===== config.mk =====
export PLATFORM = sky130hd
export DESIGN_NAME = roz_affine_source_address
export DESIGN_NICKNAME = d
export VERILOG_FILES = /design/src/design/roz_pkg.sv /design/src/design/roz_csr.sv /design/src/design/roz_front.sv /design/src/design/roz_accum.sv /design/src/design/roz_affine_source_address.sv
export SDC_FILE = /design/constraint.sdc
export NUM_CORES = 2
export LEC_CHECK = 0
export BUFFER_PORTS_ARGS = -buffer_cell sky130_fd_sc_hd__buf_2
export CAP_MARGIN = 20
export CORE_ASPECT_RATIO = 0.75
export CORE_MARGIN = 2
export CORE_UTILIZATION = 45
export DETAILED_ROUTE_END_ITERATION = 12
export PLACE_DENSITY_LB_ADDON = 0.1
export RECOVER_POWER = 100
export SLEW_MARGIN = 20
export SYNTH_ARGS = -nofsm -noshare
export SYNTH_HDL_FRONTEND = slang
export SYNTH_SLANG_ARGS = --single-unit

===== constraint.sdc =====
create_clock -name clock -period 11.2 [get_ports clock]
set_input_delay 1.12 -clock clock [delete_from_list [all_inputs] [get_ports clock]]
set_output_delay 1.12 -clock clock [all_outputs]
set_load 0.1 [all_outputs]

===== src/design/roz_pkg.sv =====
// Package: shared types and constants for the rotate-and-zoom address generator.
package roz_pkg;

   localparam logic [1:0] KIND_FRAME = 2'd0;
   localparam logic [1:0] KIND_PIXEL = 2'd1;
   localparam logic [1:0] KIND_LINE  = 2'd2;

   localparam int FRAME_LINE_OFFSET  = 16;
   localparam int FRAME_PIXEL_OFFSET = 89;
   localparam int START_SHIFT        = 8;
   localparam int STEP_SHIFT         = 5;
   localparam int FRAC_BITS          = 16;

   localparam int CSR_ADDR_W = 5;
   localparam int CSR_DATA_W = 32;

   localparam logic [2:0] REG_START_X          = 3'd0;
   localparam logic [2:0] REG_START_Y          = 3'd1;
   localparam logic [2:0] REG_STEP_X_PER_PIXEL = 3'd2;
   localparam logic [2:0] REG_STEP_X_PER_LINE  = 3'd3;
   localparam logic [2:0] REG_STEP_Y_PER_PIXEL = 3'd4;
   localparam logic [2:0] REG_STEP_Y_PER_LINE  = 3'd5;
   localparam logic [2:0] REG_WRAP_MODE        = 3'd6;

   typedef struct packed {
      logic [1:0] kind;
      logic [8:0] crop_left;
      logic [8:0] crop_top;
   } req_type;

   typedef struct packed {
      logic [8:0] source_x;
      logic [8:0] source_y;
      logic       inside_res;
   } rsp_type;

   typedef struct packed {
      logic signed [15:0] start_x;
      logic signed [15:0] start_y;
      logic signed [15:0] step_x_per_pixel;
      logic signed [15:0] step_x_per_line;
      logic signed [15:0] step_y_per_pixel;
      logic signed [15:0] step_y_per_line;
      logic               wrap_mode;
   } cfg_type;

   typedef struct packed {
      logic [1:0]  kind;
      logic [31:0] base_x;
      logic [31:0] crop_px_x;
      logic [31:0] crop_ln_x;
      logic [31:0] base_y;
      logic [31:0] crop_px_y;
      logic [31:0] crop_ln_y;
   } stage_type;

endpackage


===== src/design/roz_csr.sv =====
// Configuration register file with APB-style access.
module roz_csr (
   input  logic                           clock,
   input  logic                           reset,
   input  logic                           csr_psel,
   input  logic                           csr_penable,
   input  logic                           csr_pwrite,
   input  logic [roz_pkg::CSR_ADDR_W-1:0] csr_paddr,
   input  logic [roz_pkg::CSR_DATA_W-1:0] csr_pwdata,
   output logic [roz_pkg::CSR_DATA_W-1:0] csr_prdata,
   output logic                           csr_pready,
   output roz_pkg::cfg_type               cfg
);
   import roz_pkg::*;

   cfg_type    cfg_ff, cfg_in;
   logic       wr_en;
   logic [2:0] reg_idx;

   assign csr_pready = 1'b1;
   assign wr_en      = csr_psel && csr_penable && csr_pwrite;
   assign reg_idx    = csr_paddr[CSR_ADDR_W-1:2];

   always_comb begin
      cfg_in = cfg_ff;
      if (wr_en) begin
         unique case (reg_idx)
            REG_START_X:          cfg_in.start_x          = csr_pwdata[15:0];
            REG_START_Y:          cfg_in.start_y          = csr_pwdata[15:0];
            REG_STEP_X_PER_PIXEL: cfg_in.step_x_per_pixel = csr_pwdata[15:0];
            REG_STEP_X_PER_LINE:  cfg_in.step_x_per_line  = csr_pwdata[15:0];
            REG_STEP_Y_PER_PIXEL: cfg_in.step_y_per_pixel = csr_pwdata[15:0];
            REG_STEP_Y_PER_LINE:  cfg_in.step_y_per_line  = csr_pwdata[15:0];
            REG_WRAP_MODE:        cfg_in.wrap_mode        = csr_pwdata[0];
            default:              cfg_in = cfg_ff;
         endcase
      end
   end

   always_comb begin
      unique case (reg_idx)
         REG_START_X:          csr_prdata = {16'd0, cfg_ff.start_x};
         REG_START_Y:          csr_prdata = {16'd0, cfg_ff.start_y};
         REG_STEP_X_PER_PIXEL: csr_prdata = {16'd0, cfg_ff.step_x_per_pixel};
         REG_STEP_X_PER_LINE:  csr_prdata = {16'd0, cfg_ff.step_x_per_line};
         REG_STEP_Y_PER_PIXEL: csr_prdata = {16'd0, cfg_ff.step_y_per_pixel};
         REG_STEP_Y_PER_LINE:  csr_prdata = {16'd0, cfg_ff.step_y_per_line};
         REG_WRAP_MODE:        csr_prdata = {31'd0, cfg_ff.wrap_mode};
         default:              csr_prdata = '0;
      endcase
   end

   always_ff @(posedge clock) begin
      if (reset) begin
         cfg_ff <= '0;
      end else begin
         cfg_ff <= cfg_in;
      end
   end

   assign cfg = cfg_ff;

endmodule


===== src/design/roz_front.sv =====
// Input register stage: captures a transaction and forms the frame-start product terms.
module roz_front #(
   parameter int X_ADJUST = 0,
   parameter int Y_ADJUST = 0
) (
   input  logic               clock,
   input  logic               reset,
   input  logic               req_valid,
   output logic               req_stall,
   input  roz_pkg::req_type   req_payload,
   input  roz_pkg::cfg_type   cfg,
   input  logic               out_ready,
   output logic               stage_fire,
   output roz_pkg::stage_type stage
);
   import roz_pkg::*;

   localparam logic signed [10:0] K_LINE  = 11'(FRAME_LINE_OFFSET + Y_ADJUST);
   localparam logic signed [10:0] K_PIXEL = 11'(FRAME_PIXEL_OFFSET + X_ADJUST);

   logic      stage_valid_ff, stage_valid_in;
   stage_type stage_ff, stage_in;
   logic      load;

   logic signed [26:0] adj_line_x, adj_pixel_x, adj_line_y, adj_pixel_y;
   logic signed [25:0] crop_px_x, crop_ln_x, crop_px_y, crop_ln_y;
   logic signed [9:0]  crop_l_s, crop_t_s;
   logic [31:0]        start_term_x, start_term_y;
   logic [31:0]        base_pre_x, base_pre_y;

   assign stage_fire = stage_valid_ff && (stage_ff.kind != KIND_PIXEL || out_ready);
   assign req_stall  = stage_valid_ff && !stage_fire;
   assign load       = req_valid && !req_stall;

   assign crop_l_s = $signed({1'b0, req_payload.crop_left});
   assign crop_t_s = $signed({1'b0, req_payload.crop_top});

   assign adj_line_x  = K_LINE  * cfg.step_x_per_line;
   assign adj_pixel_x = K_PIXEL * cfg.step_x_per_pixel;
   assign adj_line_y  = K_LINE  * cfg.step_y_per_line;
   assign adj_pixel_y = K_PIXEL * cfg.step_y_per_pixel;

   assign crop_px_x = crop_l_s * cfg.step_x_per_pixel;
   assign crop_ln_x = crop_t_s * cfg.step_x_per_line;
   assign crop_px_y = crop_l_s * cfg.step_y_per_pixel;
   assign crop_ln_y = crop_t_s * cfg.step_y_per_line;

   assign start_term_x = {{8{cfg.start_x[15]}}, cfg.start_x, 8'd0};
   assign start_term_y = {{8{cfg.start_y[15]}}, cfg.start_y, 8'd0};

   assign base_pre_x = start_term_x - 32'(adj_line_x) - 32'(adj_pixel_x);
   assign base_pre_y = start_term_y - 32'(adj_line_y) - 32'(adj_pixel_y);

   always_comb begin
      stage_in.kind      = req_payload.kind;
      stage_in.base_x    = base_pre_x << STEP_SHIFT;
      stage_in.base_y    = base_pre_y << STEP_SHIFT;
      stage_in.crop_px_x = 32'(crop_px_x) << STEP_SHIFT;
      stage_in.crop_ln_x = 32'(crop_ln_x) << STEP_SHIFT;
      stage_in.crop_px_y = 32'(crop_px_y) << STEP_SHIFT;
      stage_in.crop_ln_y = 32'(crop_ln_y) << STEP_SHIFT;
   end

   always_comb begin
      stage_valid_in = stage_valid_ff;
      if (load) begin
         stage_valid_in = 1'b1;
      end else if (stage_fire) begin
         stage_valid_in = 1'b0;
      end
   end

   always_ff @(posedge clock) begin
      if (reset) begin
         stage_valid_ff <= 1'b0;
      end else begin
         stage_valid_ff <= stage_valid_in;
      end
   end

   always_ff @(posedge clock) begin
      if (load) begin
         stage_ff <= stage_in;
      end
   end

   assign stage = stage_ff;

endmodule


===== src/design/roz_accum.sv =====
// Row and pixel accumulators with the result register.
module roz_accum #(
   parameter int LAYER_BITS = 9
) (
   input  logic               clock,
   input  logic               reset,
   input  roz_pkg::cfg_type   cfg,
   input  logic               stage_fire,
   input  roz_pkg::stage_type stage,
   output logic               out_ready,
   output logic               rsp_valid,
   input  logic               rsp_stall,
   output roz_pkg::rsp_type   rsp_payload
);
   import roz_pkg::*;

   localparam logic [15:0] LAYER_MASK = 16'((1 << LAYER_BITS) - 1);
   localparam int          LIMIT_SHIFT = LAYER_BITS + FRAC_BITS;

   logic [31:0] row_acc_x_ff, row_acc_x_in, row_acc_y_ff, row_acc_y_in;
   logic [31:0] pixel_acc_x_ff, pixel_acc_x_in, pixel_acc_y_ff, pixel_acc_y_in;
   logic        rsp_valid_ff, rsp_valid_in;
   rsp_type     rsp_ff, rsp_in;
   logic [31:0] px_step_x, px_step_y, ln_step_x, ln_step_y;
   logic [31:0] frame_x, frame_y, next_row_x, next_row_y;
   logic [15:0] coord_x, coord_y;
   logic        in_layer, take_pixel;

   assign out_ready  = !rsp_valid_ff || !rsp_stall;
   assign take_pixel = stage_fire && stage.kind == KIND_PIXEL;

   assign px_step_x = {{11{cfg.step_x_per_pixel[15]}}, cfg.step_x_per_pixel, 5'd0};
   assign px_step_y = {{11{cfg.step_y_per_pixel[15]}}, cfg.step_y_per_pixel, 5'd0};
   assign ln_step_x = {{11{cfg.step_x_per_line[15]}}, cfg.step_x_per_line, 5'd0};
   assign ln_step_y = {{11{cfg.step_y_per_line[15]}}, cfg.step_y_per_line, 5'd0};

   assign frame_x    = stage.base_x + stage.crop_px_x + stage.crop_ln_x;
   assign frame_y    = stage.base_y + stage.crop_px_y + stage.crop_ln_y;
   assign next_row_x = row_acc_x_ff + ln_step_x;
   assign next_row_y = row_acc_y_ff + ln_step_y;

   assign coord_x  = pixel_acc_x_ff[31:16] & LAYER_MASK;
   assign coord_y  = pixel_acc_y_ff[31:16] & LAYER_MASK;
   assign in_layer = ((pixel_acc_x_ff >> LIMIT_SHIFT) == 32'd0)
                  && ((pixel_acc_y_ff >> LIMIT_SHIFT) == 32'd0);

   always_comb begin
      row_acc_x_in   = row_acc_x_ff;
      row_acc_y_in   = row_acc_y_ff;
      pixel_acc_x_in = pixel_acc_x_ff;
      pixel_acc_y_in = pixel_acc_y_ff;
      if (stage_fire) begin
         case (stage.kind)
            KIND_FRAME: begin
               row_acc_x_in   = frame_x;
               row_acc_y_in   = frame_y;
               pixel_acc_x_in = frame_x;
               pixel_acc_y_in = frame_y;
            end
            KIND_PIXEL: begin
               pixel_acc_x_in = pixel_acc_x_ff + px_step_x;
               pixel_acc_y_in = pixel_acc_y_ff + px_step_y;
            end
            KIND_LINE: begin
               row_acc_x_in   = next_row_x;
               row_acc_y_in   = next_row_y;
               pixel_acc_x_in = next_row_x;
               pixel_acc_y_in = next_row_y;
            end
            default: begin
               row_acc_x_in = row_acc_x_ff;
            end
         endcase
      end
   end

   always_comb begin
      rsp_in.source_x   = coord_x[8:0];
      rsp_in.source_y   = coord_y[8:0];
      rsp_in.inside_res = cfg.wrap_mode || in_layer;
      rsp_valid_in      = rsp_valid_ff;
      if (take_pixel) begin
         rsp_valid_in = 1'b1;
      end else if (!rsp_stall) begin
         rsp_valid_in = 1'b0;
      end
   end

   always_ff @(posedge clock) begin
      if (reset) begin
         row_acc_x_ff   <= '0;
         row_acc_y_ff   <= '0;
         pixel_acc_x_ff <= '0;
         pixel_acc_y_ff <= '0;
         rsp_valid_ff   <= 1'b0;
      end else begin
         row_acc_x_ff   <= row_acc_x_in;
         row_acc_y_ff   <= row_acc_y_in;
         pixel_acc_x_ff <= pixel_acc_x_in;
         pixel_acc_y_ff <= pixel_acc_y_in;
         rsp_valid_ff   <= rsp_valid_in;
      end
   end

   always_ff @(posedge clock) begin
      if (take_pixel) begin
         rsp_ff <= rsp_in;
      end
   end

   assign rsp_valid   = rsp_valid_ff;
   assign rsp_payload = rsp_ff;

endmodule


===== src/design/roz_affine_source_address.sv =====
// Top level of the rotate-and-zoom source address generator.
//
// Usage: configure start and step registers through the csr_ port while no
// transaction is in flight. Then send a frame-start transaction (kind 0,
// carrying the crop origin), one pixel transaction (kind 1) per screen pixel
// and one line-end transaction (kind 2) per screen line on the req_ channel.
// Each pixel transaction yields one rsp_ transaction with the layer
// coordinate and the in-layer flag (always set in wrap mode); frame-start,
// line-end and kind 3 yield none. A result passes the input register, then
// the result register, before it is valid. Throughput: one transaction per
// cycle while the receiver does not stall. When the receiver stalls, the
// result register holds and the input register keeps taking transactions
// until a second pixel waits behind it; frame-start and line-end pass
// through regardless. Reset clears all configuration registers, all
// accumulators and both valid flags.
module roz_affine_source_address #(
   parameter int LAYER_BITS = 9,
   parameter int X_ADJUST   = 0,
   parameter int Y_ADJUST   = 0
) (
   input  logic                           clock,
   input  logic                           reset,
   input  logic                           req_valid,
   output logic                           req_stall,
   input  roz_pkg::req_type               req_payload,
   output logic                           rsp_valid,
   input  logic                           rsp_stall,
   output roz_pkg::rsp_type               rsp_payload,
   input  logic                           csr_psel,
   input  logic                           csr_penable,
   input  logic                           csr_pwrite,
   input  logic [roz_pkg::CSR_ADDR_W-1:0] csr_paddr,
   input  logic [roz_pkg::CSR_DATA_W-1:0] csr_pwdata,
   output logic [roz_pkg::CSR_DATA_W-1:0] csr_prdata,
   output logic                           csr_pready
);
   import roz_pkg::*;

   cfg_type   cfg;
   stage_type stage;
   logic      stage_fire;
   logic      out_ready;

   roz_csr u_csr (
      .clock       (clock),
      .reset       (reset),
      .csr_psel    (csr_psel),
      .csr_penable (csr_penable),
      .csr_pwrite  (csr_pwrite),
      .csr_paddr   (csr_paddr),
      .csr_pwdata  (csr_pwdata),
      .csr_prdata  (csr_prdata),
      .csr_pready  (csr_pready),
      .cfg         (cfg)
   );

   roz_front #(
      .X_ADJUST (X_ADJUST),
      .Y_ADJUST (Y_ADJUST)
   ) u_front (
      .clock       (clock),
      .reset       (reset),
      .req_valid   (req_valid),
      .req_stall   (req_stall),
      .req_payload (req_payload),
      .cfg         (cfg),
      .out_ready   (out_ready),
      .stage_fire  (stage_fire),
      .stage       (stage)
   );

   roz_accum #(
      .LAYER_BITS (LAYER_BITS)
   ) u_accum (
      .clock       (clock),
      .reset       (reset),
      .cfg         (cfg),
      .stage_fire  (stage_fire),
      .stage       (stage),
      .out_ready   (out_ready),
      .rsp_valid   (rsp_valid),
      .rsp_stall   (rsp_stall),
      .rsp_payload (rsp_payload)
   );

endmodule

Yosys cells after proc, flatten, opt, wreduce, memory -nomap -nowiden
Index checks and enable logic that the tools add are counted.
{"block": "word_totals", "regBits": 406, "latchBits": 0, "ramBits": 0, "rom_bits": 0, "inputBits": 64, "output_inout_bits": 54, "mem_count": 0}
{"block": "classes", "n_addsub": 12, "mul": 6, "div": 0, "order_cmp": 0, "n_eq_ne": 10, "n_shift": 0, "muxes": 9, "bitwise_logic": 0, "n_reduce_logical": 30}
{"cell": "$add 32x32->32", "n": 8}
{"cell": "$pmux 32 s3", "n": 2}
{"cell": "$pmux 32 s2", "n": 2}
{"cell": "$pmux 16 s7", "n": 1}
{"cell": "$mul 10x16->26", "n": 4}
{"cell": "$logic_not 32->1", "n": 2}
{"cell": "$sub 25x24->26", "n": 2}
{"cell": "$sub 24x20->25", "n": 2}
{"cell": "$mul 8x16->24 const A", "n": 2}
{"cell": "$reduce_and 2->1", "n": 9}
{"cell": "$eq 3x3->1 const B", "n": 3}
{"cell": "$logic_and 1x1->1", "n": 7}
{"cell": "$eq 3x2->1 const B", "n": 2}
{"cell": "$logic_not 1->1", "n": 4}
{"cell": "$mux 1", "n": 4}
{"cell": "$ne 2x1->1 const B", "n": 2}
{"cell": "$reduce_bool 2->1", "n": 2}
{"cell": "$eq 3x1->1 const B", "n": 1}
{"cell": "$logic_not 3->1", "n": 1}
{"cell": "$logic_or 1x1->1", "n": 3}
{"cell": "$reduce_bool 3->1", "n": 1}
{"cell": "$eq 2x1->1 const B", "n": 1}
{"cell": "$eq 2x2->1 const B", "n": 1}
{"cell": "$logic_not 2->1", "n": 1}

Longest topological paths before layout
{"block": "logic_depth", "ltp_word": 9, "ltp_mapped": 23, "mapped_depth_nobuf": 22}

Cells and area by module
Synthesis repeated with hierarchy kept, for this count alone.
{"block": "unflattened", "hier_cells": 5884, "hier_area_um2": 53785.3}
{"mod": "roz_front", "instances": 1, "cells_per_inst": 3594, "area_per_inst_um2": 34152.8, "seq_area_each_um2": 4764.6}
{"mod": "roz_accum", "instances": 1, "cells_per_inst": 1832, "area_per_inst_um2": 14844.2, "seq_area_each_um2": 2752.6}
{"mod": "roz_csr", "instances": 1, "cells_per_inst": 458, "area_per_inst_um2": 4788.3, "seq_area_each_um2": 1941.9}

Worst setup path after synthesis
Ideal clock, no wire load.
{"block": "synth_timing", "path_type": "in2reg", "startpoint": "input port rsp_stall", "endpoint": "register u_front.stage_ff (netlist bit u_front.stage[101]) (enable)", "setup_ns": 0.693, "t_arrival_ns": 8.669, "setup_slack_ns": 1.838, "cell_stages": 3, "path_buffers": 0, "path_cell_list": "nand2_1 -> nor2_1 -> nor2b_1"}
{"block": "synth_between", "elab_chain_len": 8}
{"element": "start, declared", "line_no": "roz_affine_source_address.sv:27", "text": "input logic rsp_stall,"}
{"element": "$logic_not 1->1"}
{"element": "$logic_or 1x1->1", "line_no": "roz_accum.sv:29", "text": "assign out_ready = !rsp_valid_ff || !rsp_stall;"}
{"element": "$logic_or 1x1->1", "line_no": "roz_front.sv:31", "text": "assign stage_fire = stage_valid_ff && (stage_ff.kind != KIND_PIXEL || out_ready);"}
{"element": "$logic_and 1x1->1", "line_no": "roz_front.sv:31"}
{"element": "$logic_not 1->1", "line_no": "roz_front.sv:32", "text": "assign req_stall = stage_valid_ff && !stage_fire;"}
{"element": "$logic_and 1x1->1", "line_no": "roz_front.sv:32"}
{"element": "named net req_stall", "line_no": "roz_affine_source_address.sv:24", "text": "output logic req_stall,"}
{"element": "$logic_not 1->1", "line_no": "roz_front.sv:33", "text": "assign load = req_valid && !req_stall;"}
{"element": "$logic_and 1x1->1", "line_no": "roz_front.sv:33"}
{"element": "named net u_front.load", "line_no": "roz_front.sv:23", "text": "logic load;"}
{"element": "end signal, assigned", "line_no": "roz_front.sv:83", "text": "stage_ff <= stage_in;"}
{"element": "end, declared", "line_no": "roz_front.sv:22", "text": "stage_type stage_ff, stage_in;"}
The timed path passes the listed nets, and every way through them passes these cells.
A chain may end at the register's enable or synchronous reset.

Final worst setup path
{"block": "layout_timing", "startpoint": "register u_front.stage_ff (netlist bit u_front.stage[193])", "endpoint": "register u_accum.pixel_acc_x_ff[20]"}
{"block": "layout_between", "elab_chain_len": 4, "word_cells_on_any_way": 9}
{"element": "$ne 2x1->1", "line_no": "roz_front.sv:31"}
{"element": "$logic_or 1x1->1", "line_no": "roz_front.sv:31"}
{"element": "$logic_and 1x1->1", "line_no": "roz_front.sv:31"}
{"element": "$reduce_and 2->1 (no source line)"}
{"element": "end signal, assigned", "line_no": "roz_accum.sv:99", "text": "pixel_acc_x_ff <= pixel_acc_x_in;"}
{"element": "end, declared", "line_no": "roz_accum.sv:21", "text": "logic [31:0] pixel_acc_x_ff, pixel_acc_x_in, pixel_acc_y_ff, pixel_acc_y_in;"}
Several ways; a longest one is shown, not always the timed one.

==> run_results.csv <==
group,metric,value,unit
timing,rsz0062_at_grt,"no",
global_route,grt_use_total,25.5,%
synthesis,synth_edf_count,177,
timing,maxSlewViolCount,659,
run_status,violations,"max-capacitance violations, max-slew violations",
timing,tns,0,ps
worst_setup_path,cp_slowest_cell,"clkbuf_1",
route,drtIter0Drc,2669,
clock_tree,cts_resized,0,
route,vias,38900,
placement,dpl.hpwl,113,mm
synthesis,yosysWarnings,0,
pwr,peakVddDrop,0.0000948,V
die,coreArea,0.114,mm^2
pwr,p_per_area,92.3,mW/mm^2
worst_setup_path,path_buf_inv,4,
clock_tree,ctsHtreeMaxLevel,2,
worst_setup_path,slowest_delay,2530,ps
timing,max_freq,119,MHz
timing,slew_headroom,-215,%
route,finalWirelength,149,mm
clock_tree,insertion_delay,630,ps
cells_and_area,multi_input_area,0.0375,mm^2
synthesis,synth_area,0.0515,mm^2
synthesis,synth_cell_types,90,
worst_setup_path,criticalPathCategory,"reg -> reg",
worst_setup_path,crit_required,11700,ps
die,fp-row-count,107,
worst_setup_path,cp_top_family,"buffers and inverters",
worst_setup_path,worstPathArrival,8880,ps
worst_hold_path,min-delay-start,"u_accum.pixel_acc_y_ff[13]",
route,drt_first_pass_iters,6,
route,viasPerCell,5.35,
job,cap_violations,14,
clock_tree,cts_sinks,384,
pwr,p_clk_share,31.6,%
clock_tree,cts_tree,"done",
route,antenna_left,0,
timing,timing.final.crit_period,8380,ps
worst_hold_path,hold_path.class,"reg -> reg",
clock_tree,cts_made_buffers,47,
global_route,grt_pass1_vias,38400,
timing,hold_viol_final,0,
worst_setup_path,crit_chain,"inv_1 > ha_1 > clkbuf_1 > inv_1 > o21ai_0 > or2_2 > clkbuf_1 > nor2_1 > nand2_1 > o21ai_0 > a211oi_1",
worst_setup_path,critPathMaxFanout,56,
pwr,combPwrFrac,35.4,%
clock_tree,path_clk_slew,70,ps
cells_and_area,stdcell_count,7285,
pwr,intPower,3.10,mW
synthesis,synth.ff_latch_count,384,
cells_and_area,syn_to_final_growth,6.67,%
worst_setup_path,cp-end-kind,"flop",
cells_and_area,final_cell_mix,"inv_1 (972), nand2_1 (692), fa_1 (678)",
synthesis,syn_inst,5744,
clock_tree,ctsHoldBuffers,0,
timing,worst_slack,2820,ps
global_route,grt_max_degree,101,
synthesis,synth-seq-area-share,18.4,%
cells_and_area,layout_commonest_cell,"inv_1",
global_route,grt_pass1_wl,231,mm
die,floorplan.initialDensity,45.4,%
placement,gp_congestion,0.863,
cells_and_area,seq_area,0.00946,mm^2
die,die-area,0.117,mm^2
timing,min_period_over_period,74.8,%
synthesis,synthDominantCellAreaShare,26.4,%
synthesis,synth_top_flop_cell,"dfxtp_1",
route,routedWlPerCell,20.4,um
die,fp.dieH,297,um
pwr,power_frac_seq,33.1,%
die,ios,118,
clock_tree,cts_setup_buffers,0,
die,chipWidth,395,um
placement,placed_cells,7192,
cells_and_area,drive_above_1_share,4.36,%
placement,dp_slack,3790,ps
clock_tree,cts-root-buf,"clkbuf_16",
worst_setup_path,cp-startpoint,"u_front.stage[193]",
worst_setup_path,rr_startpoint,"u_front.stage[193]",
clock_tree,cts.path.max_buffers,3,
timing,tightest_slew,4720,ps
timing,finClkSkew,24.8,ps
synthesis,yosys.area.top_type,"fa_1",
timing,setup_violations,0,
cells_and_area,final_net_count,7021,
pwr,totalPowerFinal,5.07,mW
synthesis,synthTopCellsByArea,"fa_1 (26%), ha_1 (14%), edfxtp_1 (10%)",
cells_and_area,fillers,11000,
global_route,antenna_found_initial,10,
pwr,switching_share,38.8,%
pwr,p_leak,27.2,nW
global_route,grt_remaining_overflow,0,
placement,portBuffers,82,
route,drc,0,
run_status,status,"finished with violations",
worst_setup_path,start_kind,"flop",
pwr,p_switching,1.97,mW
synthesis,avgSynthCellArea,8.97,um^2
synthesis,synthArstFlopShare,0,%
## flip-flops by register name (all words and copies together) (netlist names)
register and flops:
u_accum.rsp_valid 1, u_accum.rsp_payload 19, u_front.stage 158, u_front.stage_valid_ff 1, u_accum.pixel_acc_x_ff 27, u_accum.row_acc_x_ff 27, u_accum.row_acc_y_ff 27, u_csr.cfg 97
u_accum.pixel_acc_y_ff 27
## final cells by class
cell class	count	share of cell area, %
Clock inverter	33	0.553
Multi-Input combinational cell	4156	68.2
Timing Repair Buffer	153	1.56
Tap cell	1526	3.48
Antenna cell	5	0.0228
Sequential cell	384	17.2
Clock buffer	55	2.29
Inverter	973	6.65
## stage by stage
stage               area, um^2  hold slack (ps)  utilization (%)
floorplan                51600              429                -
global placement         53500              444             47.1
detailed placement       53500              446             47.1
CTS                      55000              460             48.5
global route             54900              481             48.4
finish                   54900              460             48.4
## worst min-delay path, cell delays in order, from the launching register on
cell	delay, ps
dfxtp_1	310
nand2_1	50
a21oi_1	50
## routing by layer
metal	wire, um	GRT usage [%]
met2	66300	40.1
met5	42	0
met4	5400	8.14
met3	8730	4.13
met1	68300	35.8
## power by group through the flow
stage	combinational (mW)	sequential [mW]	clock, mW
after detailed placement	1.79	1.71	0
after global routing	1.98	1.69	1.69
after global placement	1.78	1.71	0
after CTS	1.80	1.68	1.64
final	1.79	1.68	1.60
after floorplan	1.20	1.69	0
## logic make-up (layout without fill, tap and decap cells)
group	after synthesis	count (layout)	share of synthesized area, %
flops	384	384	18.4
compound gates	1005	1005	12.7
mux	54	54	1.12
fa+ha+maj	1242	1242	40.1
other cells	2	22	0.0146
buf+inv	1219	1214	9.01
xor+xnor	278	278	4.73
simple gates	1560	1560	14.0
## cells in the mapped netlist (15+ instances only)
cell type  instances
a31oi_1           25
fa_1             678
nand3_1           58
a211oi_1          51
o21bai_1          32
and2_1           266
or3_1             28
a221oi_1          17
and3_1            22
nor2b_1           34
edfxtp_1         177
nand4_1           16
nor3_1            70
o21ai_0          144
buf_4             17
o211ai_1          42
mux2i_1           43
xnor2_1          188
or2_2             15
inv_1            973
a211o_1           18
nand2_1          692
dfxtp_1          207
nand2b_1          32
clkbuf_1         216
a21o_1           103
o22ai_1           18
a21oi_1          349
o21a_1            37
a22oi_1           20
ha_1             564
nor2_1           290
xor2_1            90
## path summary, 6_finish.rpt
check / to / slack, ps / depth (start not counted)
max: u_accum.pixel_acc_x_ff[20] / 2820 / 11
max reg2reg: u_accum.pixel_acc_x_ff[20] / 2820 / 11
min reg2reg: u_accum.pixel_acc_y_ff[13] / 460 / 2
min: u_accum.pixel_acc_y_ff[13] / 460 / 2
Note: power is estimated with default switching activity, not from simulation.
